$ cat config.mk
export PLATFORM = sky130hd
export DESIGN_NAME = sks_divider
export DESIGN_NICKNAME = d
export VERILOG_FILES = /design/src/hw/rtl/sks_pkg.sv /design/src/hw/rtl/sks_divider.sv
export SDC_FILE = /design/constraint.sdc
export NUM_CORES = 1
export LEC_CHECK = 0
export BUFFER_PORTS_ARGS = -buffer_cell sky130_fd_sc_hd__buf_2
export CAP_MARGIN = 20
export CORE_ASPECT_RATIO = 1.75
export CORE_MARGIN = 2
export CORE_UTILIZATION = 50
export DETAILED_ROUTE_END_ITERATION = 10
export GPL_TIMING_DRIVEN = 0
export HOLD_SLACK_MARGIN = 0.15
export PLACE_DENSITY = 0.85
export SETUP_SLACK_MARGIN = 0.15
export SYNTH_ARGS = -nofsm -noshare
export SYNTH_HDL_FRONTEND = slang
export SYNTH_SLANG_ARGS = --single-unit
$ cat constraint.sdc
create_clock -name i_clk -period 4.31 [get_ports i_clk]
set_input_delay 1.293 -clock i_clk [delete_from_list [all_inputs] [get_ports i_clk]]
set_output_delay 1.293 -clock i_clk [all_outputs]
set_load 0.02 [all_outputs]
$ cat src/hw/rtl/sks_pkg.sv
// Shared types and constants of the servo keyframe sequencer.
`default_nettype none
package sks_pkg;
    localparam int Channels = 16;
    localparam int Commands = 32;
    localparam int Joints = 16;
    localparam int ChW = $clog2(Channels);
    localparam int CmdW = $clog2(Commands);
    localparam int JW = $clog2(Joints);
    localparam int EntW = CmdW + JW;

    localparam logic [2:0] ActTick = 3'd0;
    localparam logic [2:0] ActBegin = 3'd1;
    localparam logic [2:0] ActLoad = 3'd2;
    localparam logic [2:0] ActStart = 3'd3;
    localparam logic [2:0] ActDirect = 3'd4;
    localparam logic [2:0] ActKeep = 3'd5;
    localparam logic [2:0] ActStop = 3'd6;

    localparam logic [0:0] CfgTimeout = 1'b0;
    localparam logic [0:0] CfgNeutral = 1'b1;

    localparam logic [12:0] InstrMax = 13'd8191;
    localparam logic [15:0] StepMsMax = 16'd65535;

    // Request to and answer from the shared divider.
    typedef struct packed {
        logic        start;
        logic [22:0] dividend_mag;
        logic        negative;
        logic [9:0]  divisor;
    } t_div_req;

    typedef struct packed {
        logic        done;
        logic [22:0] quotient;
    } t_div_rsp;
endpackage
`default_nettype wire

$ cat src/hw/rtl/sks_divider.sv
// Restoring divider, one quotient bit per cycle, signed result truncated toward zero.
`default_nettype none
module sks_divider
    import sks_pkg::*;
(
    input  wire logic     i_clk,
    input  wire logic     i_rst_n,
    input  wire t_div_req i_req,
    output t_div_rsp      o_rsp
);
    logic [22:0] r_quo, n_quo;
    logic [9:0]  r_rem, n_rem;
    logic [9:0]  r_div;
    logic        r_neg;
    logic [4:0]  r_cnt, n_cnt;
    logic        r_busy, n_busy, r_done, n_done;
    logic [10:0] trial;
    logic [10:0] shifted;

    always_comb begin
        shifted = {r_rem, r_quo[22]};
        trial   = shifted - {1'b0, r_div};
        n_quo = r_quo;
        n_rem = r_rem;
        n_cnt = r_cnt;
        n_busy = r_busy;
        n_done = 1'b0;
        if (i_req.start) begin
            n_quo = i_req.dividend_mag;
            n_rem = '0;
            n_cnt = 5'd0;
            n_busy = 1'b1;
        end else if (r_busy) begin
            if (!trial[10]) begin
                n_rem = trial[9:0];
                n_quo = {r_quo[21:0], 1'b1};
            end else begin
                n_rem = shifted[9:0];
                n_quo = {r_quo[21:0], 1'b0};
            end
            n_cnt = r_cnt + 5'd1;
            if (r_cnt == 5'd22) begin
                n_busy = 1'b0;
                n_done = 1'b1;
            end
        end
    end

    always_ff @(posedge i_clk) begin
        if (!i_rst_n) begin
            r_busy <= 1'b0;
            r_done <= 1'b0;
            r_cnt <= '0;
        end else begin
            r_busy <= n_busy;
            r_done <= n_done;
            r_cnt <= n_cnt;
        end
        r_quo <= n_quo;
        r_rem <= n_rem;
        if (i_req.start) begin
            r_div <= i_req.divisor;
            r_neg <= i_req.negative;
        end
    end

    assign o_rsp.done = r_done;
    assign o_rsp.quotient = r_neg ? (23'd0 - r_quo) : r_quo;
endmodule
`default_nettype wire

==> results.py, run 1 <==
metrics = {
    "outcome": {
        "status": "completed",
    },
    "power_and_ir_drop": {
        "power.internal_mw": 0.903,
        "p_per_area_nw_per_um2": 365,
        "p_comb_share_pct": 27.6,
        "p_clk_share_pct": 26.0,
        "p_leak_nw": 1.45,
        "seqPwrFrac_pct": 46.4,
        "ir_drop_uv": 245,
        "switchingPower_mw": 0.416,
        "swShare_pct": 31.5,
    },
    "timing": {
        "fin_skew_ns": 0.0130,
        "max_slew.worst_pin.slew_ns": 0.589,
        "slew_headroom_pct": 60.7,
        "rsz0062_at_grt": "false",
        "setup_viol": 0,
        "period_share_pct": 86.9,
        "max_freq_ghz": 0.267,
        "period_needed_ns": 3.75,
        "final.setup.tns_ns": 0,
        "hold_viol": 0,
        "slew_viol_final": 0,
        "worst_slack_ns": 0.563,
        "worst_hold_slack_ns": 0.523,
    },
    "critical_path": {
        "r2r_start": "r_quo[22]",
        "crit_path_end_kind": "output pin",
        "cp_max_fo": 4,
        "worstSetupPathType": "reg2out",
        "crit_arrival_ns": 2.45,
        "worstPathRequired_ns": 3.02,
        "start_kind": "flop",
        "startpoint": "r_quo[5]",
    },
    "flow_run": {
        "timing.max_cap.violations": 0,
    },
    "route": {
        "viasPerCell": 5.54,
        "drtIter0Drc": 78,
        "ant_nets": 0,
        "wirelength_mm": 6.53,
        "vias": 2412,
        "wl_per_cell_um": 15.0,
        "post-route-drc-count": 0,
        "first_pass_iters": 4,
    },
    "yosys": {
        "ys_top_cells_by_count": "34 x edfxtp_1, 26 x xnor2_1, 20 x mux2_2",
        "synth_ff_type": "edfxtp_1",
        "syn_nets": 338,
        "synth_seq_cells": 51,
        "synth_cell_types": 58,
        "synth_edf_count": 34,
        "ys_warn_count": 0,
        "synth_top_area_share_pct": 33.0,
        "ys_top_cells_by_area": "edfxtp_1 33%, dfxtp_1 11%, xnor2_1 7.4%, mux2_2 7.3%, ha_1 5.3%",
        "synth_top_cell_by_area": "edfxtp_1",
        "synth.cell_area_um2": 3100,
        "seq_area_frac_synth_pct": 44.0,
        "synth.avg_cell_area_um2": 10.8,
        "synth_most_common_cell": "edfxtp_1",
        "netlist_instances": 287,
        "async_flop_share_pct": 0,
    },
    "clocking": {
        "clk_latency_ns": 0.32,
        "cts-hold-fix-buffers": 0,
        "cts_setup_buffers": 0,
        "root_buffer": "clkbuf_8",
        "cts-buffers-inserted": 5,
        "h-tree-depth": 2,
        "clkTransAtPathRegs_ns": 0.09,
        "postCtsResizedCells": 0,
        "cts_max_path_buffers": 2,
        "clkSinkCount": 51,
        "cts_tree": "done",
    },
    "global_route": {
        "grt_pass1_vias": 2448,
        "grt_usage_pct": 20.2,
        "grt_pass1_wl_mm": 10.8,
        "grt_overflow_total": 0,
        "antenna_found_initial": 0,
        "grt_start_max_net_pins": 24,
    },
    "placement": {
        "io_buffer_count": 60,
        "dp_hpwl_mm": 5.12,
        "preCtsSetupSlack_ns": 0.954,
        "gp_congestion": 0.832,
    },
    "final_layout": {
        "diodes": 0,
        "syn2layout_area_growth_pct": 16.6,
        "fill_cells": 531,
        "drive_gt1_share_pct": 30.7,
        "nets": 405,
    },
    "die": {
        "core-area_um2": 6090,
        "start_util_pct": 50.9,
        "ios": 61,
        "fp-row-count": 38,
        "die_w_um": 63.5,
        "die_area_um2": 6860,
        "die_y_um": 108,
    },
    "min_path": {
        "min_from": "r_cnt[1]",
        "hold_path_class": "reg2reg",
    },
}
[sequential cells by signal, summed over array words and instances (netlist names)]
signal and flops:
r_busy 1, r_cnt 5, r_div 10, r_done 1
r_neg 1, r_quo 23, r_rem 10
[logic make-up after synthesis]
logic type | after synthesis | share of synthesized area, %
compound gates | 62 | 15.7
xor+xnor | 31 | 8.77
fa+ha+maj | 14 | 5.90
buf+inv | 31 | 4.53
flops | 51 | 44.0
mux | 20 | 7.27
simple gates | 78 | 13.9
[cells in the final DEF, fill, tap and decap left out, drive strengths merged, types with 4 or more instances in the layout]
| cell type | instances |
|---|---|
| buf | 67 |
| and3 | 4 |
| edfxtp | 34 |
| or2 | 4 |
| or3 | 4 |
| o21ai | 18 |
| xnor2 | 26 |
| o41ai | 4 |
| mux2 | 20 |
| xor2 | 5 |
| nand2 | 15 |
| a21oi | 5 |
| o31ai | 7 |
| nand3 | 9 |
| nor2 | 18 |
| a21o | 5 |
| a311oi | 7 |
| clkbuf | 13 |
| nand2b | 5 |
| dfxtp | 17 |
| ha | 13 |
| inv | 16 |
[power by group through the flow]
stage	clock network, mW	registers [mW]	logic (mW)
floorplan	0	0.611	0.269
global placement	0	0.621	0.354
detailed placement	0	0.623	0.364
CTS	0.348	0.611	0.365
global route	0.363	0.619	0.399
finish	0.342	0.612	0.364
[critical path, cell delays in order (launching register included)]
cell	delay, ns
edfxtp_1	0.45
nor4_1	0.47
nand3b_1	0.24
nor2_1	0.13
nand2_1	0.13
o41ai_1	0.38
xnor2_1	0.17
buf_2	0.19
[through the flow]
stage          total power, mW  area, um^2  instances  util [%]
2_1_floorplan            0.879        3100        287         -
6_report                  1.32        3610        435      59.3
4_1_cts                   1.32        3610        435      59.3
3_5_place_dp             0.987        3500        427      57.5
5_1_grt                   1.38        3610        435      59.3
3_3_place_gp             0.975        3500        427      57.5
[per-layer routing]
| metal | wire length, um | GRT usage (%) | part of all wire [%] | up-vias |
|---|---|---|---|---|
| met2 | 3710 | 40.6 | 57 | 69 |
| met4 | 167 | 8.39 | 2.6 | 0 |
| met5 | 0 | 0 | 0 | - |
| met1 | 2410 | 19.8 | 37 | 1137 |
| met3 | 234 | 3.43 | 3.6 | 11 |
| li1 | - | - | - | 1195 |
[cell type report]
| class | count | area [um^2] | share of cell area [%] |
|---|---|---|---|
| Multi-Input combinational cell | 205 | 1600 | 44.2 |
| Sequential cell | 51 | 1360 | 37.7 |
| Timing Repair Buffer | 60 | 300 | 8.32 |
| Tap cell | 80 | 100 | 2.77 |
| Clock buffer | 5 | 68.8 | 1.91 |
| Buffer | 15 | 80.1 | 2.22 |
| Clock inverter | 3 | 43.8 | 1.21 |
| Inverter | 16 | 60.1 | 1.66 |
[worst paths after layout]
path,cells past startpoint,slack [ns],end
worst max-delay path,7,0.56,o_rsp[18]
worst min-delay path,2,0.52,r_cnt[1]
worst max register to register,10,1.75,r_rem[6]
worst min register to register,2,0.52,r_cnt[1]
Power figures use the tool's default switching activity.
==> run 2, diff against run 1 <==
--- a/config.mk
+++ b/config.mk
@@ -9,11 +9,10 @@
 export CAP_MARGIN = 20
 export CORE_ASPECT_RATIO = 1.75
 export CORE_MARGIN = 2
-export CORE_UTILIZATION = 50
+export CORE_UTILIZATION = 30
 export DETAILED_ROUTE_END_ITERATION = 10
 export GPL_TIMING_DRIVEN = 0
 export HOLD_SLACK_MARGIN = 0.15
-export PLACE_DENSITY = 0.85
 export SETUP_SLACK_MARGIN = 0.15
 export SYNTH_ARGS = -nofsm -noshare
 export SYNTH_HDL_FRONTEND = slang
==> run 2 against run 1 <==
  * Via count shrank 1.5%
  * Clock power is 33% higher
  * Combinational power about the same
  * Clock-buffer cell count did not move
  * Maximum frequency increased by 3.1%
  * Final cell count increased by 11%
  * Clock skew down 0.0025 ns
  * Wire length rose by 8.7%
  * Sequential power hardly changed
  * Critical path depth unchanged
  * First-iteration DRC count increased by 54%
==> results.py, run 2 (same netlist as run 1, synthesis figures left out) <==
metrics = {
    "critical_path": {
        "slowest_stage": "edfxtp_1",
        "crit_family": "simple AND/OR/NAND/NOR gates",
        "crit_arrival_ns": 2.34,
        "max_stage_delay_ns": 0.45,
        "crit_chain": "nor4_1 > nand3b_1 > nor2_1 > nand2_1 > o41ai_1 > xnor2_1 > buf_2",
        "path_buf_inv": 1,
        "start_kind": "flop",
        "worstPathRequired_ns": 3.02,
        "worstSetupPathType": "reg2out",
        "cp_max_fo": 4,
        "reg2reg_slack_ns": 1.77,
        "crit_path_end_kind": "output pin",
        "regToRegEndpoint": "r_rem[6]",
        "ff2ff_path_depth": 9,
        "r2r_start": "r_quo[22]",
    },
    "timing": {
        "max_slew.worst_pin.slew_ns": 0.611,
        "hold_viol": 0,
        "period_share_pct": 84.3,
        "slew_headroom_pct": 58.9,
        "final.setup.tns_ns": 0,
        "period_needed_ns": 3.64,
        "setup_viol": 0,
        "rsz0062_at_grt": "false",
        "worst_slack_ns": 0.675,
        "max_freq_ghz": 0.275,
        "slew_viol_final": 0,
        "fin_skew_ns": 0.0105,
    },
    "route": {
        "drtIter0Drc": 120,
        "ant_nets": 0,
        "first_pass_iters": 4,
        "top_layer": "met4",
        "wl_met2_mm": 4.08,
        "wirelength_mm": 7.09,
        "vias": 2377,
        "viasPerCell": 4.93,
        "met3_length_um": 285,
        "wl_per_cell_um": 14.7,
        "met1Wirelength_mm": 2.61,
        "post-route-drc-count": 0,
    },
    "global_route": {
        "grt_overflow_total": 0,
        "grt_start_max_net_pins": 24,
        "grt_usage_pct": 12.9,
        "grt_pass1_vias": 2424,
        "antenna_found_initial": 0,
        "grt_pass1_wl_mm": 11.4,
    },
    "min_path": {
        "hold-path-endpoint": "r_rem[5]",
        "min_from": "r_rem[5]",
        "whs_path_depth": 2,
        "hold_path_class": "reg2reg",
    },
    "placement": {
        "dp_hpwl_mm": 5.63,
        "preCtsSetupSlack_ns": 0.969,
        "io_buffer_count": 60,
        "gp_congestion": 0.827,
        "dp.cells": 474,
    },
    "power_and_ir_drop": {
        "ir_drop_uv": 153,
        "p_per_area_nw_per_um2": 385,
        "p_leak_nw": 1.47,
        "total_power_mw": 1.43,
    },
    "clocking": {
        "cts-hold-fix-buffers": 0,
        "clkSinkCount": 51,
        "cts_tree": "done",
        "root_buffer": "clkbuf_16",
        "cts_setup_buffers": 0,
        "cts-buffers-inserted": 5,
        "cts_max_path_buffers": 2,
        "postCtsResizedCells": 0,
        "clkTransAtPathRegs_ns": 0.07,
        "h-tree-depth": 2,
        "clk_latency_ns": 0.29,
    },
    "final_layout": {
        "final_cell_mix": "61 x buf_2, 34 x edfxtp_1, 26 x xnor2_1",
        "layout_commonest_cell": "buf_2",
        "largest_register_ff_count": 23,
        "nets": 405,
        "syn2layout_area_growth_pct": 20.3,
        "diodes": 0,
        "drive_gt1_share_pct": 30.7,
        "fin_cells": 482,
        "post-route-util_pct": 36.6,
        "reg_top3": "r_quo x23, r_div x10, r_rem x10",
        "regMostFlops": "r_quo",
        "fill_cells": 1032,
    },
    "flow_run": {
        "timing.max_cap.violations": 0,
    },
    "die": {
        "die_y_um": 138,
        "core-area_um2": 10200,
        "start_util_pct": 30.4,
        "fp-row-count": 49,
        "die_area_um2": 11200,
        "die_w_um": 80.8,
        "ios": 61,
    },
    "outcome": {
        "status": "completed",
    },
}
run 2: layout make-up:
| type | count | area, um^2 | area share [%] |
|---|---|---|---|
| plain buffers | 15 | 80.1 | 2.15 |
| multi-input cells | 205 | 1600 | 42.8 |
| inverters | 16 | 60.1 | 1.61 |
| flip-flops and latches | 51 | 1360 | 36.5 |
| clock inverters | 3 | 43.8 | 1.18 |
| well taps | 127 | 159 | 4.27 |
| repair buffers | 60 | 300 | 8.06 |
| clock buffers | 5 | 125 | 3.36 |
run 2: tightest hold or removal path, delay by kind of cell (launching register included):
family          cells  cell delay (ns)
flops               1             0.33
compound gates      1             0.05
simple gates        1             0.08
run 2: how the worst max path moves through the flow:
| stage | from | end | slack (ns) | cells past startpoint |
|---|---|---|---|---|
| 2_1_floorplan | r_quo[9] | o_rsp[17] | 1.17 | 5 |
| 3_3_place_gp | r_quo[5] | o_rsp[18] | 0.99 | 7 |
| 3_5_place_dp | r_quo[5] | o_rsp[18] | 0.97 | 7 |
| 4_1_cts | r_quo[5] | o_rsp[18] | 0.65 | 7 |
| 5_1_grt | r_quo[13] | o_rsp[18] | 0.41 | 5 |
| 6_report | r_quo[5] | o_rsp[18] | 0.67 | 7 |
run 2: report_power, final:
group	switching [mW]	leakage [nW]	internal [mW]
Combinational	0.206	0.909	0.158
Sequential	0.0412	0.479	0.572
Clock	0.182	0.0838	0.274
Total	0.429	1.47	1.00
run 2: stage by stage:
step / hold WS (ns) / area, um^2
4_1_cts: 0.512 / 3720
6_report: 0.510 / 3720
5_1_grt: 0.531 / 3720
2_1_floorplan: 0.476 / 3100
3_3_place_gp: 0.494 / 3560
3_5_place_dp: 0.503 / 3560
run 2: routing by layer:
metal | up-vias | track usage, %
met1 | 1126 | 12.9
met5 | - | 0
met2 | 55 | 25.6
met3 | 6 | 1.76
met4 | 0 | 4.82
li1 | 1190 | -
==> run 3, diff against run 2 <==
==> constraint.sdc (replaced) <==
create_clock -name i_clk -period 3.6 [get_ports i_clk]
set_input_delay 1.08 -clock i_clk [delete_from_list [all_inputs] [get_ports i_clk]]
set_output_delay 1.08 -clock i_clk [all_outputs]
set_load 0.02 [all_outputs]
==> run 3 against run 2 <==
  * Via count grew 1.2%
  * Wire length grew 1.3%
  * Combinational power grew 25%
  * Largest cell class unchanged
  * Critical path type unchanged
  * Final cell count grew 1.5%
  * First-iteration DRC count grew 1.7%
==> results.py, run 3 (same netlist as run 1, synthesis figures left out) <==
metrics = {
    "global_route": {
        "antenna_found_initial": 0,
        "grt_overflow_total": 0,
        "grt_start_max_net_pins": 24,
        "grt_pass1_wl_mm": 11.4,
        "grt_pass1_vias": 2424,
        "grt_usage_pct": 12.9,
    },
    "clocking": {
        "cts-buffers-inserted": 5,
        "h-tree-depth": 2,
        "clk_latency_ns": 0.30,
        "root_buffer": "clkbuf_16",
        "clkSinkCount": 51,
        "cts_max_path_buffers": 2,
        "clkTransAtPathRegs_ns": 0.07,
        "cts_tree": "done",
    },
    "die": {
        "die_w_um": 80.8,
        "start_util_pct": 30.4,
        "die_y_um": 138,
        "die_area_um2": 11200,
        "ios": 61,
        "core-area_um2": 10200,
        "fp-row-count": 49,
    },
    "placement": {
        "io_buffer_count": 60,
        "dp.cells": 474,
        "gp_congestion": 0.827,
        "dp_hpwl_mm": 5.63,
    },
    "power_and_ir_drop": {
        "p_comb_share_pct": 26.3,
        "power.internal_mw": 1.21,
        "p_clk_share_pct": 31.5,
        "seqPwrFrac_pct": 42.2,
        "p_per_area_nw_per_um2": 456,
        "switchingPower_mw": 0.519,
        "swShare_pct": 29.9,
        "ir_drop_uv": 186,
        "total_power_mw": 1.73,
        "p_leak_nw": 1.51,
    },
    "timing": {
        "period_share_pct": 93.5,
        "rsz0062_at_grt": "false",
        "max_slew.worst_pin.slew_ns": 0.594,
        "setup_viol": 0,
        "fin_skew_ns": 0.0102,
        "hold_viol": 0,
        "slew_viol_final": 0,
        "max_freq_ghz": 0.297,
        "slew_headroom_pct": 59.9,
        "period_needed_ns": 3.37,
        "final.setup.tns_ns": 0,
    },
    "critical_path": {
        "cp_max_fo": 3,
        "worstSetupPathType": "reg2out",
        "worstPathRequired_ns": 2.52,
        "crit_arrival_ns": 2.29,
        "start_kind": "flop",
        "max_stage_delay_ns": 0.58,
        "crit_path_end_kind": "output pin",
        "crit_chain": "or4_1 > or3_1 > o31ai_2 > xnor2_1 > buf_2",
        "slowest_stage": "or4_1",
        "path_buf_inv": 1,
        "crit_family": "simple AND/OR/NAND/NOR gates",
    },
    "final_layout": {
        "diodes": 0,
        "reg_top3": "r_quo x23, r_div x10, r_rem x10",
        "fin_cells": 489,
        "final_cell_mix": "60 x buf_2, 34 x edfxtp_1, 26 x xnor2_1",
        "layout_commonest_cell": "buf_2",
        "fill_cells": 1035,
        "post-route-util_pct": 37.3,
        "regMostFlops": "r_quo",
        "largest_register_ff_count": 23,
        "syn2layout_area_growth_pct": 22.7,
        "drive_gt1_share_pct": 32.9,
        "nets": 412,
    },
    "route": {
        "wirelength_mm": 7.18,
        "ant_nets": 0,
        "vias": 2406,
        "wl_per_cell_um": 14.7,
        "drtIter0Drc": 122,
        "post-route-drc-count": 0,
        "viasPerCell": 4.92,
        "first_pass_iters": 4,
    },
    "flow_run": {
        "timing.max_cap.violations": 0,
    },
    "min_path": {
        "hold_path_class": "reg2reg",
    },
    "outcome": {
        "status": "completed",
    },
}
## run 3: power by group through the flow
stage	combinational, mW	clock [mW]	sequential, mW
finish	0.455	0.546	0.732
floorplan	0.322	0	0.731
CTS	0.441	0.563	0.735
global route	0.503	0.586	0.738
global placement	0.431	0	0.747
detailed placement	0.440	0	0.748
## run 3: stage by stage
step	hold WS (ns)	cell area [um^2]	worst slack [ns]
2_1_floorplan	0.476	3100	0.677
4_1_cts	0.512	3720	0.151
3_3_place_gp	0.494	3560	0.495
3_5_place_dp	0.503	3560	0.472
5_1_grt	0.531	3800	0.150
6_report	0.509	3800	0.233
## run 3: tightest hold or removal path: stages (launching register included)
cell and delay [ns]:
dfxtp_1 0.33, nor2_1 0.08, a311oi_1 0.05
## run 3: final timing paths
kind                  start   endpoint  slack, ns  cells after the start
setup / recovery  r_quo[18]  o_rsp[22]       0.23                      5
hold / removal     r_rem[5]   r_rem[5]       0.51                      2
setup reg to reg  r_quo[22]   r_rem[6]       1.05                     10
hold reg to reg    r_rem[5]   r_rem[5]       0.51                      2
## run 3: metal layers
metal	share of wire [%]	global-route usage (%)	up-vias	wire (um)
met1	37	12.9	1138	2660
met3	3.8	1.76	7	274
met4	1.7	4.82	0	125
li1	-	-	1206	-
met5	0	0	-	0
met2	57	25.6	55	4120
## run 3: final cells by class
| class | count | area [um^2] | share of cell area, % |
|---|---|---|---|
| buffer | 15 | 80.1 | 2.11 |
| clock buffer | 5 | 125 | 3.29 |
| clock inverter | 3 | 43.8 | 1.15 |
| inverter | 16 | 60.1 | 1.58 |
| multi-input combinational | 205 | 1620 | 42.5 |
| sequential | 51 | 1360 | 35.8 |
| tap | 127 | 159 | 4.18 |
| timing repair buffer | 67 | 355 | 9.35 |
## run 3: timing repair
item | CTS | global route
setup buffers | 0 | 7
resized for setup | 0 | 4
setup endpoints to repair | 0 | 7
hold buffers | 0 | 0
endpoints found under the hold margin | 0 | 0
